File: config.mk
export PLATFORM = sky130hd
export DESIGN_NAME = mac_data_frame_header_builder_unit
export DESIGN_NICKNAME = d
export VERILOG_FILES = /design/src/hdl/mhb_pkg.sv /design/src/hdl/mhb_queue.sv /design/src/hdl/mhb_front.sv /design/src/hdl/mhb_back.sv /design/src/hdl/mac_data_frame_header_builder_unit.sv
export SDC_FILE = /design/constraint.sdc
export NUM_CORES = 1
export LEC_CHECK = 0
export BUFFER_PORTS_ARGS = -buffer_cell sky130_fd_sc_hd__buf_4
export CAP_MARGIN = 25
export CORE_MARGIN = 2
export CORE_UTILIZATION = 60
export DETAILED_ROUTE_END_ITERATION = 16
export MAX_ROUTING_LAYER = met4
export PLACE_DENSITY = 0.82
export SETUP_SLACK_MARGIN = 0.5
export SYNTH_ARGS = -nofsm -noshare
export SYNTH_HDL_FRONTEND = slang
export SYNTH_SLANG_ARGS = --single-unit
File: constraint.sdc
create_clock -name clk_i -period 13.8 [get_ports clk_i]
set_clock_uncertainty 0.05 [all_clocks]
set_input_delay 0.69 -clock clk_i [delete_from_list [all_inputs] [get_ports clk_i]]
set_output_delay 0.69 -clock clk_i [all_outputs]
set_load 0.05 [all_outputs]
File: src/hdl/mhb_pkg.sv
// Package with the request, result and job types of the MAC header builder.
`timescale 1ns / 1ps

package mhb_pkg;

  localparam logic [2:0] FC_TYPE_DATA = 3'd1;
  localparam logic [1:0] FC_VERSION_2003 = 2'd0;

  localparam logic [1:0] MODE_NONE = 2'd0;
  localparam logic [1:0] MODE_SHORT = 2'd2;
  localparam logic [1:0] MODE_LONG = 2'd3;

  localparam logic [4:0] FIXED_BYTES = 5'd3;
  localparam logic [4:0] PAN_BYTES = 5'd2;
  localparam logic [4:0] SHORT_BYTES = 5'd2;
  localparam logic [4:0] LONG_BYTES = 5'd8;
  localparam logic [4:0] MAX_LEN = 5'd23;

  typedef struct packed {
    logic        has_src_pan;
    logic [15:0] src_pan_id;
    logic        has_dst_pan;
    logic [15:0] dst_pan_id;
    logic [1:0]  src_mode;
    logic [63:0] src_addr;
    logic [1:0]  dst_mode;
    logic [63:0] dst_addr;
    logic        ack_request;
    logic [7:0]  space_available;
  } req_t;

  typedef struct packed {
    logic [7:0] out_byte;
    logic       last_byte;
    logic       too_small;
    logic [4:0] total_length;
  } rsp_t;

  typedef struct packed {
    logic        too_small;
    logic [4:0]  total_length;
    logic [15:0] fc;
    logic [15:0] dst_pan;
    logic [1:0]  dst_mode;
    logic [63:0] dst_addr;
    logic [15:0] src_pan;
    logic [1:0]  src_mode;
    logic [63:0] src_addr;
    logic [4:0]  daddr_off;
    logic [4:0]  span_off;
    logic [4:0]  saddr_off;
  } job_t;

  function automatic logic [4:0] mode_bytes(logic [1:0] mode);
    logic [4:0] n;
    case (mode)
      MODE_SHORT: n = SHORT_BYTES;
      MODE_LONG:  n = LONG_BYTES;
      default:    n = 5'd0;
    endcase
    return n;
  endfunction

  function automatic logic [7:0] addr_byte(logic [63:0] addr, logic [2:0] idx);
    logic [63:0] sh;
    sh = addr >> {idx, 3'b000};
    return sh[7:0];
  endfunction

endpackage

File: src/hdl/mhb_queue.sv
// Short job queue between the request front end and the byte sequencer.
`timescale 1ns / 1ps

module mhb_queue #(
  parameter int unsigned DEPTH = 2
) (
  input  logic          clk_i,
  input  logic          rst_ni,
  input  logic          push_i,
  input  mhb_pkg::job_t push_job_i,
  output logic          full_o,
  input  logic          pop_i,
  output logic          valid_o,
  output mhb_pkg::job_t head_o
);

  localparam int unsigned PtrW = $clog2(DEPTH);
  localparam int unsigned CntW = $clog2(DEPTH + 1);

  mhb_pkg::job_t mem_q [DEPTH];
  logic [PtrW-1:0] wr_ptr_q, wr_ptr_d;
  logic [PtrW-1:0] rd_ptr_q, rd_ptr_d;
  logic [CntW-1:0] count_q, count_d;

  assign full_o = (count_q == CntW'(DEPTH));
  assign valid_o = (count_q != '0);
  assign head_o = mem_q[rd_ptr_q];

  always_comb begin
    wr_ptr_d = wr_ptr_q;
    rd_ptr_d = rd_ptr_q;
    count_d = count_q;
    if (push_i) begin
      wr_ptr_d = (wr_ptr_q == PtrW'(DEPTH - 1)) ? '0 : wr_ptr_q + PtrW'(1);
    end
    if (pop_i) begin
      rd_ptr_d = (rd_ptr_q == PtrW'(DEPTH - 1)) ? '0 : rd_ptr_q + PtrW'(1);
    end
    if (push_i && !pop_i) begin
      count_d = count_q + CntW'(1);
    end else if (pop_i && !push_i) begin
      count_d = count_q - CntW'(1);
    end
  end

  always_ff @(posedge clk_i or negedge rst_ni) begin
    if (!rst_ni) begin
      wr_ptr_q <= '0;
      rd_ptr_q <= '0;
      count_q <= '0;
    end else begin
      wr_ptr_q <= wr_ptr_d;
      rd_ptr_q <= rd_ptr_d;
      count_q <= count_d;
    end
  end

  always_ff @(posedge clk_i) begin
    if (push_i) begin
      mem_q[wr_ptr_q] <= push_job_i;
    end
  end

  a_no_push_full: assert property (@(posedge clk_i) disable iff (!rst_ni)
    !(push_i && full_o))
    else $error("Job pushed into a full queue.");

  a_no_pop_empty: assert property (@(posedge clk_i) disable iff (!rst_ni)
    !(pop_i && !valid_o))
    else $error("Job popped from an empty queue.");

  a_count_bound: assert property (@(posedge clk_i) disable iff (!rst_ni)
    push_i && !pop_i |=> count_q == $past(count_q) + CntW'(1))
    else $error("Queue fill count did not follow a push.");

endmodule

File: src/hdl/mhb_front.sv
// Request front end: classifies a request and builds the job for the sequencer.
`timescale 1ns / 1ps

module mhb_front (
  input  logic          in_valid_i,
  output logic          in_ready_o,
  input  mhb_pkg::req_t in_req_i,
  input  logic          full_i,
  output logic          push_o,
  output mhb_pkg::job_t job_o
);

  logic       comp;
  logic       span_en;
  logic [4:0] daddr_off;
  logic [4:0] span_off;
  logic [4:0] saddr_off;
  logic [4:0] len;
  logic       too_small;

  assign in_ready_o = !full_i;
  assign push_o = in_valid_i && !full_i;

  always_comb begin
    comp = in_req_i.has_src_pan && in_req_i.has_dst_pan &&
           (in_req_i.src_mode != mhb_pkg::MODE_NONE) &&
           (in_req_i.dst_mode != mhb_pkg::MODE_NONE) &&
           (in_req_i.src_pan_id == in_req_i.dst_pan_id);
    span_en = in_req_i.has_src_pan && !comp;
    daddr_off = mhb_pkg::FIXED_BYTES +
                (in_req_i.has_dst_pan ? mhb_pkg::PAN_BYTES : 5'd0);
    span_off = daddr_off + mhb_pkg::mode_bytes(in_req_i.dst_mode);
    saddr_off = span_off + (span_en ? mhb_pkg::PAN_BYTES : 5'd0);
    len = saddr_off + mhb_pkg::mode_bytes(in_req_i.src_mode);
    too_small = ({3'b000, len} > in_req_i.space_available);

    job_o.too_small = too_small;
    job_o.total_length = too_small ? 5'd0 : len;
    job_o.fc = {in_req_i.src_mode, mhb_pkg::FC_VERSION_2003, in_req_i.dst_mode,
                3'b000, comp, in_req_i.ack_request, 2'b00, mhb_pkg::FC_TYPE_DATA};
    job_o.dst_pan = in_req_i.dst_pan_id;
    job_o.dst_mode = in_req_i.dst_mode;
    job_o.dst_addr = in_req_i.dst_addr;
    job_o.src_pan = in_req_i.src_pan_id;
    job_o.src_mode = in_req_i.src_mode;
    job_o.src_addr = in_req_i.src_addr;
    job_o.daddr_off = daddr_off;
    job_o.span_off = span_off;
    job_o.saddr_off = saddr_off;
  end

endmodule

File: src/hdl/mhb_back.sv
// Byte sequencer: walks the head job byte by byte into the output register.
`timescale 1ns / 1ps

module mhb_back (
  input  logic          clk_i,
  input  logic          rst_ni,
  input  logic          job_valid_i,
  input  mhb_pkg::job_t job_i,
  output logic          job_pop_o,
  output logic          out_valid_o,
  input  logic          out_ready_i,
  output mhb_pkg::rsp_t out_rsp_o
);

  logic [4:0]    pos_q, pos_d;
  logic          out_valid_q, out_valid_d;
  mhb_pkg::rsp_t out_rsp_q;
  logic          load;
  logic          last;
  logic [7:0]    byte_sel;
  logic [4:0]    rel_daddr;
  logic [4:0]    rel_span;
  logic [4:0]    rel_saddr;

  assign load = job_valid_i && (!out_valid_q || out_ready_i);
  assign last = job_i.too_small || (pos_q == job_i.total_length - 5'd1);
  assign job_pop_o = load && last;

  always_comb begin
    rel_daddr = pos_q - job_i.daddr_off;
    rel_span = pos_q - job_i.span_off;
    rel_saddr = pos_q - job_i.saddr_off;
    if (pos_q == 5'd0) begin
      byte_sel = job_i.fc[7:0];
    end else if (pos_q == 5'd1) begin
      byte_sel = job_i.fc[15:8];
    end else if (pos_q == 5'd2) begin
      byte_sel = 8'h00;
    end else if (pos_q < job_i.daddr_off) begin
      byte_sel = pos_q[0] ? job_i.dst_pan[7:0] : job_i.dst_pan[15:8];
    end else if (pos_q < job_i.span_off) begin
      if (job_i.dst_mode == mhb_pkg::MODE_LONG) begin
        byte_sel = mhb_pkg::addr_byte(job_i.dst_addr, ~rel_daddr[2:0]);
      end else begin
        byte_sel = mhb_pkg::addr_byte(job_i.dst_addr, {2'b00, rel_daddr[0]});
      end
    end else if (pos_q < job_i.saddr_off) begin
      byte_sel = rel_span[0] ? job_i.src_pan[15:8] : job_i.src_pan[7:0];
    end else if (job_i.src_mode == mhb_pkg::MODE_LONG) begin
      byte_sel = mhb_pkg::addr_byte(job_i.src_addr, ~rel_saddr[2:0]);
    end else begin
      byte_sel = mhb_pkg::addr_byte(job_i.src_addr, {2'b00, rel_saddr[0]});
    end
  end

  always_comb begin
    pos_d = pos_q;
    out_valid_d = out_valid_q;
    if (load) begin
      out_valid_d = 1'b1;
      pos_d = last ? 5'd0 : pos_q + 5'd1;
    end else if (out_ready_i) begin
      out_valid_d = 1'b0;
    end
  end

  always_ff @(posedge clk_i or negedge rst_ni) begin
    if (!rst_ni) begin
      pos_q <= '0;
      out_valid_q <= 1'b0;
    end else begin
      pos_q <= pos_d;
      out_valid_q <= out_valid_d;
    end
  end

  always_ff @(posedge clk_i) begin
    if (load) begin
      out_rsp_q.out_byte <= job_i.too_small ? 8'h00 : byte_sel;
      out_rsp_q.last_byte <= last;
      out_rsp_q.too_small <= job_i.too_small;
      out_rsp_q.total_length <= job_i.total_length;
    end
  end

  assign out_valid_o = out_valid_q;
  assign out_rsp_o = out_rsp_q;

  a_pos_restart: assert property (@(posedge clk_i) disable iff (!rst_ni)
    job_pop_o |=> pos_q == 5'd0)
    else $error("Byte position did not restart after the last byte of a request.");

  a_pos_bound: assert property (@(posedge clk_i) disable iff (!rst_ni)
    pos_q < mhb_pkg::MAX_LEN)
    else $error("Byte position ran past the longest header.");

  a_error_single: assert property (@(posedge clk_i) disable iff (!rst_ni)
    load && job_i.too_small |=> out_rsp_q.last_byte && out_rsp_q.total_length == 5'd0)
    else $error("Error result was not a single final result.");

endmodule

File: src/hdl/mac_data_frame_header_builder_unit.sv
// Top level of the IEEE 802.15.4 data-frame MAC header builder.
`timescale 1ns / 1ps

// Each request on the input channel (in_valid_i, in_ready_o, in_req_i) describes one
// data frame: optional PAN identifiers, address modes and addresses, the ack-request
// flag and the room available. The output channel (out_valid_o, out_ready_i,
// out_rsp_o) returns the MAC header one byte per result in transmission order, with
// last_byte set on the final byte and total_length on every byte.
// If the header does not fit, the request yields a single result with too_small set.
// A request is classified in the cycle it is accepted and queued; its job is
// registered in the queue, then its first byte in the output register. The
// sequencer delivers one byte per cycle while the receiver is ready; a request
// yields 3 to 23 bytes (one on error); a queued next request follows with no gap.
// The job queue holds QUEUE_DEPTH requests; in_ready_o drops only while it is full.
// When the receiver stalls, the output register holds its byte and the sequencer
// waits; requests keep being accepted until the queue fills.
// Reset empties the queue and clears the output valid.
module mac_data_frame_header_builder_unit #(
  parameter int unsigned QUEUE_DEPTH = 2
) (
  input  logic          clk_i,
  input  logic          rst_ni,
  input  logic          in_valid_i,
  output logic          in_ready_o,
  input  mhb_pkg::req_t in_req_i,
  output logic          out_valid_o,
  input  logic          out_ready_i,
  output mhb_pkg::rsp_t out_rsp_o
);

  mhb_pkg::job_t push_job;
  mhb_pkg::job_t head_job;
  logic          push;
  logic          full;
  logic          pop;
  logic          head_valid;

  mhb_front u_front (
    .in_valid_i (in_valid_i),
    .in_ready_o (in_ready_o),
    .in_req_i   (in_req_i),
    .full_i     (full),
    .push_o     (push),
    .job_o      (push_job)
  );

  mhb_queue #(
    .DEPTH (QUEUE_DEPTH)
  ) u_queue (
    .clk_i      (clk_i),
    .rst_ni     (rst_ni),
    .push_i     (push),
    .push_job_i (push_job),
    .full_o     (full),
    .pop_i      (pop),
    .valid_o    (head_valid),
    .head_o     (head_job)
  );

  mhb_back u_back (
    .clk_i       (clk_i),
    .rst_ni      (rst_ni),
    .job_valid_i (head_valid),
    .job_i       (head_job),
    .job_pop_o   (pop),
    .out_valid_o (out_valid_o),
    .out_ready_i (out_ready_i),
    .out_rsp_o   (out_rsp_o)
  );

endmodule
After elaboration in Yosys (flattened, before gate mapping)
Memory sizes are Yosys's and may differ from the RTL's.
Cells that the tools add are included.
{"block": "totals", "regBits": 25, "ram_bits": 382, "input_bits": 179, "output_inout_bits": 17, "wordCells": 91, "memories": 1}
{"memory": "u_queue.mem_q", "words": 2, "width": 191, "rd": 1, "rd_ports_with_merged_regs": 0, "write_ports": 1, "line": "mhb_queue.sv:20", "source": "mhb_pkg::job_t mem_q [DEPTH];"}
{"block": "classes", "n_addsub": 13, "magnitude_cmp": 4, "n_eq_ne": 11, "shift": 4, "mux": 24, "bitwise_logic": 2, "reduce_logical": 23}
{"op": "64-bit by 4-bit right shift with 8-bit output", "count": 2}
{"op": "64-bit by 6-bit right shift with 8-bit output", "count": 2}
{"op": "8-bit 2-to-1 mux", "count": 10}
{"op": "16-bit == test", "count": 1}
{"op": "4-bit one-hot mux with 2 select lines", "count": 2}
{"op": "5-bit < comparator", "count": 3}
{"op": "2-bit == test, second input constant", "count": 7}
{"op": "5-bit by 4-bit adder with 5-bit output", "count": 2}
{"op": "1-bit logical AND", "count": 10}
{"op": "5-bit 2-to-1 mux", "count": 2}
{"op": "2-bit nonzero test", "count": 5}
{"op": "5-bit by 8-bit greater-than comparator with 1-bit output", "count": 1}
{"op": "2-bit 2-to-1 mux", "count": 4}
{"op": "1-bit 2-to-1 mux", "count": 6}
{"op": "3-bit inverter", "count": 2}
{"op": "3-bit subtractor", "count": 2}
{"op": "2-bit by 5-bit adder with 5-bit output, first input constant", "count": 1}
{"op": "5-bit by 1-bit adder with 5-bit output, second input constant", "count": 1}
{"op": "5-bit adder", "count": 1}
{"op": "5-bit by 1-bit == test with 1-bit output, second input constant", "count": 1}
{"op": "5-bit by 2-bit == test with 1-bit output, second input constant", "count": 1}
{"op": "5-bit == test", "count": 1}
{"op": "1-bit zero test", "count": 5}
{"op": "5-bit zero test", "count": 1}
{"op": "other kinds (6)", "count": 8}

Logic depth before layout (Yosys ltp)
Gate-level depths: netlist of run 1.
{"block": "logic_depth", "ltp_word": 11, "ltp_mapped": 17}

Hierarchy
From an unflattened synthesis of run 1, not the netlist that was laid out.
{"block": "unflattened", "hier_cells": 1290, "area_unflattened_um2": 20218.1}
{"mod": "mhb_queue", "instances": 1, "cells_per_inst": 641, "area_per_inst_um2": 14717.9}
{"mod": "mhb_back", "instances": 1, "cells_per_inst": 385, "area_per_inst_um2": 3533.4}
{"mod": "mhb_front", "instances": 1, "cells_per_inst": 264, "area_per_inst_um2": 1966.9}

Least setup slack after synthesis of run 1
Ideal clock, no wire load.
{"block": "synth_timing", "kind": "register -> register", "from": "reg u_queue.count_q[0]", "to": "mem u_queue.mem_q[0][100] (netlist name) (enable)", "setup_time_ns": 0.728, "arrival_time_ns": 8.640, "required_time_ns": 13.022, "setup_slack_ns": 4.382, "stages_incl_launch_ff": 4, "n_path_buf": 0, "cell_sequence": "dfrtp_1 nand2b_1 nand2_1 nor2_1"}
{"block": "synth_between", "elab_chain_cells": 5}
{"element": "start: declaration", "line": "mhb_queue.sv:23", "source": "logic [CntW-1:0] count_q, count_d;"}
{"element": "start signal: assignment", "line": "mhb_queue.sv:54", "source": "count_q <= count_d;"}
{"element": "2-bit == test", "line": "mhb_queue.sv:25", "source": "assign full_o = (count_q == CntW'(DEPTH));"}
{"element": "1-bit zero test"}
{"element": "net in_ready_o", "line": "mac_data_frame_header_builder_unit.sv:24", "source": "output logic in_ready_o,"}
{"element": "1-bit logical AND", "line": "mhb_front.sv:22", "source": "assign push_o = in_valid_i && !full_i;"}
{"element": "1-bit 2-to-1 mux", "line": "mhb_queue.sv:59", "source": "if (push_i) begin"}
{"element": "1-bit 2-to-1 mux (implied by the code)", "line": "mhb_queue.sv:60", "source": "mem_q[wr_ptr_q] <= push_job_i;"}
{"element": "end: declaration", "line": "mhb_queue.sv:20"}
The timed path passes the listed nets, and every way through them passes these cells.

Worst setup path in the final report of run 1
{"block": "layout_timing", "from": "reg u_queue.rd_ptr_q", "to": "reg u_back.out_rsp_q, in the netlist u_back.out_rsp_o[10], data pin"}
{"block": "layout_between", "elab_chain_cells": 11, "elab_cells_between_ends": 25, "cone_classes": "add/sub (3); order compare (3); eq/ne (2); shift (4); mux (10); bitwise (2); memory (1)"}
{"element": "start: declaration", "line": "mhb_queue.sv:22", "source": "logic [PtrW-1:0] rd_ptr_q, rd_ptr_d;"}
{"element": "start signal: assignment", "line": "mhb_queue.sv:53", "source": "rd_ptr_q <= rd_ptr_d;"}
{"element": "memory read 2 x 191 bit *"}
{"element": "3-bit subtractor", "line": "mhb_back.sv:32", "source": "rel_saddr = pos_q - job_i.saddr_off;"}
{"element": "3-bit inverter", "line": "mhb_back.sv:50", "source": "byte_sel = mhb_pkg::addr_byte(job_i.src_addr, ~rel_saddr[2:0]);"}
{"element": "64-bit by 6-bit right shift with 8-bit output", "line": "mhb_pkg.sv:66", "source": "sh = addr >> {idx, 3'b000};"}
{"element": "8-bit 2-to-1 mux", "line": "mhb_back.sv:49", "source": "end else if (job_i.src_mode == mhb_pkg::MODE_LONG) begin"}
{"element": "8-bit 2-to-1 mux", "line": "mhb_back.sv:47", "source": "end else if (pos_q < job_i.saddr_off) begin"}
{"element": "8-bit 2-to-1 mux", "line": "mhb_back.sv:41", "source": "end else if (pos_q < job_i.span_off) begin"}
{"element": "8-bit 2-to-1 mux", "line": "mhb_back.sv:39", "source": "end else if (pos_q < job_i.daddr_off) begin"}
{"element": "8-bit 2-to-1 mux", "line": "mhb_back.sv:37", "source": "end else if (pos_q == 5'd2) begin"}
{"element": "8-bit 2-to-1 mux", "line": "mhb_back.sv:35", "source": "end else if (pos_q == 5'd1) begin"}
{"element": "8-bit 2-to-1 mux", "line": "mhb_back.sv:33", "source": "if (pos_q == 5'd0) begin"}
{"element": "end: declaration", "line": "mhb_back.sv:17", "source": "mhb_pkg::rsp_t out_rsp_q;"}
Mark *: on every way between the ends. The rest lies on a longest branch, timed or not.
A chain may end at the register's enable or synchronous reset.

==> flow_summary.toml, run 1 <==
[layout]
fin_area_um2 = 19700
final_net_count = 1426
regArea_um2 = 11600
area_growth_pct = 19.1
final_cell_mix = "edfxtp_1, buf_4, nand2_1"
drive_gt1_frac = 0.277
multi_input_area_um2 = 4590
final_common_cell = "edfxtp_1"
num-fill-cells = 1657

[run]
max-cap-violations = 0

[placed_design]
gp_congestion = 0.945
preCtsSetupSlack_ns = 9.02
place_area_um2 = 18300
portBuffers = 195
hpwl_um = 26000

[clock_tree]
cts-buffers-inserted = 39
cts.path.max_buffers = 3
cts-root-buf = "clkbuf_16"
clkTransAtPathRegs_ns = 0.06
cts-htree-levels = 2
clkSinkCount = 389
clkLatencyLatePin_ns = 0.53
cts_tree = "done"

[timing]
final-max-slew-violation-count = 0
setup_tns_ns = 0
fmax_mhz = 208
worst_slack_ns = 8.99
slew-limit-headroom = 0.263
timing.final.crit_share = 0.349
fin_crit_ns = 4.81
rsz0062_at_grt = "false"
tightest_slew_ns = 1.11
whs_ns = 0.291
final_hold_viol_count = 0
setup-violations-final = 0

[synth]
ys_top_cells_by_area = "edfxtp_1, mux4_2, mux2i_1, ha_1, mux2_2"
synth_edf_count = 379
synth_area_um2 = 16500
synth_xor_area_frac = 0.0186
syn_avg_cell_area_um2 = 16.4
synth_compound_area_frac = 0.0764
yosysSeqAreaShare = 0.703
yosysTopAreaCellShare = 0.688
ys.flop_type = "edfxtp_1"
yosys.area_share.simple = 0.0617
yosys_warnings = 0
synthAdderAreaFrac = 0.0228
synth_top_family_by_area = "multiplexers"
syn-num-nets = 1214
synthCells = 1006
muxShareOfSynthArea = 0.0974
yosys_register_bits = 389
synth.distinct_cells = 77
async_flop_share = 0.0257
synth.largest_area_cell = "edfxtp_1"

[power_and_ir_drop]
internal-power_mw = 2.94
leakagePower_nw = 7.27
combPwrFrac = 0.364
clkPwrFrac = 0.244
switching_share = 0.358
power_density_nw_per_um2 = 232
p_sw_mw = 1.63
seqPwrFrac = 0.392
peakVddDrop_uv = 139

[floorplan]
core_um2 = 27000
ios = 196
die_w_um = 170
rows = 60
start_util = 0.612
die_area_um2 = 28900
chipHeight_um = 170

[route]
vias = 10100
drc_errors = 0
drtIter0Drc = 1243
routed_wl_um = 39400
vias_per_cell = 6.37
post_drt_wl_per_cell_um = 24.8
drtPass1Iterations = 6
drtAntennaViolNets = 0

[worst_setup_path]
worstPathMaxFanout = 31
cp_slowest_cell = "o21ai_1"
worstSetupStartpointType = "flip-flop"
worstPathArrival_ns = 5.03
endpoint_kind = "flip-flop"
crit_type = "flip-flop to flip-flop"
critPathMaxStageDelay_ns = 0.83
crit_chain = "buf_4 -> clkinv_1 -> o21ai_1 -> and2_1 -> mux2_2 -> o22ai_1 -> nor3_1 -> o31a_1"
critical_path_required_ns = 14.02

[worst_hold_path]
hold_class = "primary input to flip-flop"

[grt]
antenna_found_initial = 2
grt_max_degree = 183
grt_pass1_wl_um = 58700
gr-usage-all-layers = 0.282
grt_pass1_vias = 10100
grt.overflow.total = 0

[run_status]
status = "completed"
metal layers:
metal	track usage	vias to the layer above	routed length (µm)
met3	0.0709	94	4170
li1	-	4427	-
met2	0.431	609	18900
met1	0.378	5005	15100
met5	-	-	0
met4	0.0933	0	1270
registers in the layout (all words and copies together) (netlist names):
register            cells
u_back.out_valid_o      1
u_back.out_rsp_o       15
u_queue.count_q         2
u_queue.rd_ptr_q        1
u_back.pos_q            5
u_queue.wr_ptr_q        1
u_queue.mem_q         364
cell type report:
cell class	count	share of cell area
diodes	2	0.000254
flip-flops and latches	389	0.591
multi-input cells	557	0.233
clock inverters	19	0.0146
inverters	26	0.00508
clock buffers	52	0.0546
repair buffers	205	0.0798
well taps	341	0.0217
cells in the mapped netlist (7+ instances only):
library cell	number
nor2b_1	9
mux2i_1	56
mux2_2	24
o211ai_1	8
inv_1	24
a31oi_1	17
buf_6	8
clkbuf_1	7
a211oi_1	24
nand2_1	64
o22ai_1	9
ha_1	27
edfxtp_1	379
xor2_1	19
o21ai_0	40
nand3_1	30
and3_1	21
xnor2_1	13
a21oi_1	21
dfrtp_1	10
and2_1	7
mux4_2	32
buf_2	12
nor2_1	27
cell families after synthesis:
group | after synthesis
buffers and inverters | 60
xor gates and xnor gates | 33
adders and majority gates | 29
AOI/OAI and AO/OA | 180
and+or+nand+nor | 199
muxes | 116
DFF | 389
power groups by stage:
stage	clock [mW]	combinational (mW)	sequential, mW
after global routing	1.17	1.78	1.81
after floorplan	0	1.11	1.88
final	1.12	1.67	1.79
after detailed placement	0	1.62	1.81
after global placement	0	1.59	1.80
after CTS	1.12	1.64	1.79
per-stage QoR:
step                 util  cells  power [mW]
floorplan               -   1006        2.99
global placement    0.677   1515        3.39
detailed placement  0.677   1515        3.43
CTS                 0.727   1587        4.56
global route        0.729   1591        4.76
finish              0.729   1591        4.57
worst max-delay path: cells and delay by family (launching register included):
kind	cells	cell delay [ns]
AOI/OAI and AO/OA	3	1.27
DFF	1	0.74
and+or+nand+nor	2	0.82
buffers and inverters	2	1.21
muxes	1	0.42
path summary, 6_finish.rpt:
kind	from	endpoint	slack, ns	cells after the start
setup / recovery	u_queue.rd_ptr_q	u_back.out_rsp_o[10]	8.99	8
hold / removal	in_req_i[94]	u_queue.mem_q[1][34]	0.29	1
setup reg to reg	u_queue.rd_ptr_q	u_back.out_rsp_o[10]	8.99	8
hold reg to reg	u_back.out_valid_o	u_back.out_valid_o	0.44	2
max in group asynchronous	rst_ni	u_queue.rd_ptr_q	13.04	2
min in group asynchronous	rst_ni	u_back.pos_q[4]	0.49	2
repair_timing:
action                                  CTS  global route
resized for setup                         0             0
hold buffers                              1             0
hold endpoints to repair                 10             0
setup buffers                             0             0
endpoints found under the setup margin    0             0
(Power assumes the default switching activity.)
==> inputs of run 2 (changes only) <==
--- a/config.mk
+++ b/config.mk
@@ -5,13 +5,14 @@
 export SDC_FILE = /design/constraint.sdc
 export NUM_CORES = 1
 export LEC_CHECK = 0
+export ABC_AREA = 1
 export BUFFER_PORTS_ARGS = -buffer_cell sky130_fd_sc_hd__buf_4
 export CAP_MARGIN = 25
 export CORE_MARGIN = 2
-export CORE_UTILIZATION = 60
+export CORE_UTILIZATION = 58
 export DETAILED_ROUTE_END_ITERATION = 16
 export MAX_ROUTING_LAYER = met4
-export PLACE_DENSITY = 0.82
+export PLACE_DENSITY = 0.79
 export SETUP_SLACK_MARGIN = 0.5
 export SYNTH_ARGS = -nofsm -noshare
 export SYNTH_HDL_FRONTEND = slang
==> constraint.sdc (replaced) <==
create_clock -name clk_i -period 4.8 [get_ports clk_i]
set_clock_uncertainty 0.05 [all_clocks]
set_input_delay 0.24 -clock clk_i [delete_from_list [all_inputs] [get_ports clk_i]]
set_output_delay 0.24 -clock clk_i [all_outputs]
set_load 0.05 [all_outputs]
==> flow_summary.toml, run 2 <==
[floorplan]
core_um2 = 28700
start_util = 0.590
rows = 62
chipHeight_um = 175
die_w_um = 175
ios = 196
die_area_um2 = 30600

[power_and_ir_drop]
switching_share = 0.393
internal-power_mw = 8.03
clkPwrFrac = 0.228
seqPwrFrac = 0.380
p_sw_mw = 5.21
power_density_nw_per_um2 = 609
peakVddDrop_uv = 458
combPwrFrac = 0.392
power_mw = 13.2
leakagePower_nw = 8.83

[worst_hold_path]
hold_class = "primary input to asynchronous set/reset pin"

[clock_tree]
cts-root-buf = "clkbuf_16"
cts-htree-levels = 2
cts_tree = "done"
cts-buffers-inserted = 40
clkSinkCount = 389
cts.path.max_buffers = 3
clkTransAtPathRegs_ns = 0.06
clkLatencyLatePin_ns = 0.53

[route]
drtPass1Iterations = 5
vias_per_cell = 5.61
drtIter0Drc = 1554
post_drt_wl_per_cell_um = 19.5
vias = 12700
routed_wl_um = 44000
drtAntennaViolNets = 0
drc_errors = 0

[synth]
ys.flop_type = "edfxtp_1"
synth_edf_count = 379
synthAdderAreaFrac = 0.0223
syn-num-nets = 1682
async_flop_share = 0.0257
synth_common_cells = "edfxtp_1, nand2_1, nor2_1, nand3_1, inv_1"
synth_area_um2 = 16900
synth_xor_area_frac = 0.00871
yosys.area_share.simple = 0.174
synth_compound_area_frac = 0.0518
yosysSeqAreaShare = 0.686
muxShareOfSynthArea = 0.0130
synthCells = 1474
yosys_register_bits = 389
yosys_warnings = 0
yosysMostFrequentCell = "edfxtp_1"
yosysTopAreaCellShare = 0.672
ys_top_cells_by_area = "edfxtp_1, nand2_1, nand3_1, nor2_1, inv_1"
syn_avg_cell_area_um2 = 11.5
synth_top_family_by_area = "simple AND/OR/NAND/NOR gates"
synth.distinct_cells = 47
synth.largest_area_cell = "edfxtp_1"

[timing]
final-max-slew-violation-count = 0
whs_ns = 0.0334
timing.final.crit_share = 0.834
rsz0062_at_grt = "false"
tightest_slew_ns = 1.35
final_hold_viol_count = 0
slew-limit-headroom = 0.0978
setup-violations-final = 0
fmax_mhz = 250
fin_crit_ns = 4.00

[run_status]
status = "completed"

[layout]
final_net_count = 2049
area_growth_pct = 28.3
final_common_cell = "edfxtp_1"
regMostFlops = "u_queue.mem_q"
final_cell_mix = "edfxtp_1, nand2_1, buf_4"
largest_reg_flops = 364
utilization = 0.757
drive_gt1_frac = 0.170

[worst_setup_path]
crit_chain = "dlygate4sd3_1 -> buf_4 -> xnor2_1 -> nand3_1 -> a2111oi_1 -> nand3_1 -> o21ai_2 -> inv_1 -> ha_1 -> ha_1 -> xnor2_2 -> ha_1 -> a31o_2 -> xnor2_2 -> inv_1 -> ha_1 -> nand2_1 -> nor2_1 -> nor4_1 -> nand2_1 -> inv_2 -> a21oi_1"
critPathMaxStageDelay_ns = 0.53
worstPathMaxFanout = 6
worstSetupStartpointType = "primary input"
cp_slowest_cell = "dlygate4sd3_1"
critPathMostFrequentCell = "ha_1"
worstPathArrival_ns = 4.22
endpoint_kind = "flip-flop"
crit_type = "primary input to flip-flop"
cp-startpoint = "in_req_i[144]"
critical_path_required_ns = 5.01
rr_startpoint = "u_queue.rd_ptr_q"

[grt]
gr-usage-all-layers = 0.294
grt_max_degree = 184
grt.overflow.total = 0
grt_pass1_vias = 12700
antenna_found_initial = 4
grt_pass1_wl_um = 67400

[placed_design]
gp_congestion = 0.877
hpwl_um = 25900
portBuffers = 195

[run]
max-cap-violations = 0
## run 2: per-stage QoR
step	std cells	TNS, ns	instance area, µm²	worst slack [ns]
after global placement	2011	0	18700	0.757
after floorplan	1474	-529.66	17000	-1.46
final	2256	0	21700	0.797
after global routing	2256	0	21700	0.569
after CTS	2251	0	21700	0.552
after detailed placement	2011	0	18700	0.616
## run 2: worst max-delay path: cells and delay by family
family / cells / cell delay (ns)
adders and majority gates: 4 / 1.00
buffers and inverters: 5 / 0.95
AOI/OAI and AO/OA: 4 / 0.73
and+or+nand+nor: 6 / 0.70
xor gates and xnor gates: 3 / 0.57
## run 2: what timing repair did
action                     4_1_cts  5_1_grt
resized for setup                0        6
setup endpoints to repair        0       12
hold buffers                   171        0
hold endpoints to repair       345        0
buffers inserted                 0        1
## run 2: power by group through the flow
stage / clock (mW) / combinational (mW) / sequential, mW
finish: 3.02 / 5.19 / 5.04
global route: 3.18 / 5.66 / 5.09
CTS: 3.04 / 5.11 / 5.01
detailed placement: 0 / 4.96 / 5.07
global placement: 0 / 4.89 / 5.04
floorplan: 0 / 3.32 / 5.30
## run 2: final cells by class
class | instances | area (µm²)
inverters | 106 | 400
clock buffers | 46 | 1060
repair buffers | 383 | 3330
multi-input cells | 921 | 4610
clock inverters | 23 | 203
fillers | 1728 | 6970
diodes | 4 | 10.0
well taps | 384 | 480
flip-flops and latches | 389 | 11600
## run 2: worst paths after layout
kind / to / slack [ns] / cells past startpoint
max reg2reg: u_back.out_rsp_o[14] / 1.29 / 13
min in group clk_i: u_queue.mem_q[0][185] / 0.18 / 5
min reg2reg: u_queue.count_q[0] / 0.43 / 1
min: u_queue.wr_ptr_q / 0.03 / 2
max in group asynchronous: u_queue.rd_ptr_q / 4.50 / 2
max: u_queue.mem_q[1][188] / 0.80 / 22
## run 2: routing by layer
layer	track usage	wire, µm	vias up
met5	-	0	-
met4	0.100	1220	0
met3	0.0387	3690	103
met2	0.493	22200	676
met1	0.375	16800	6056
li1	-	-	5832
## run 2: kinds of logic after synthesis
group | Yosys count
and+or+nand+nor | 714
AOI/OAI and AO/OA | 140
muxes | 22
adders and majority gates | 29
buffers and inverters | 164
xor gates and xnor gates | 16
DFF | 389
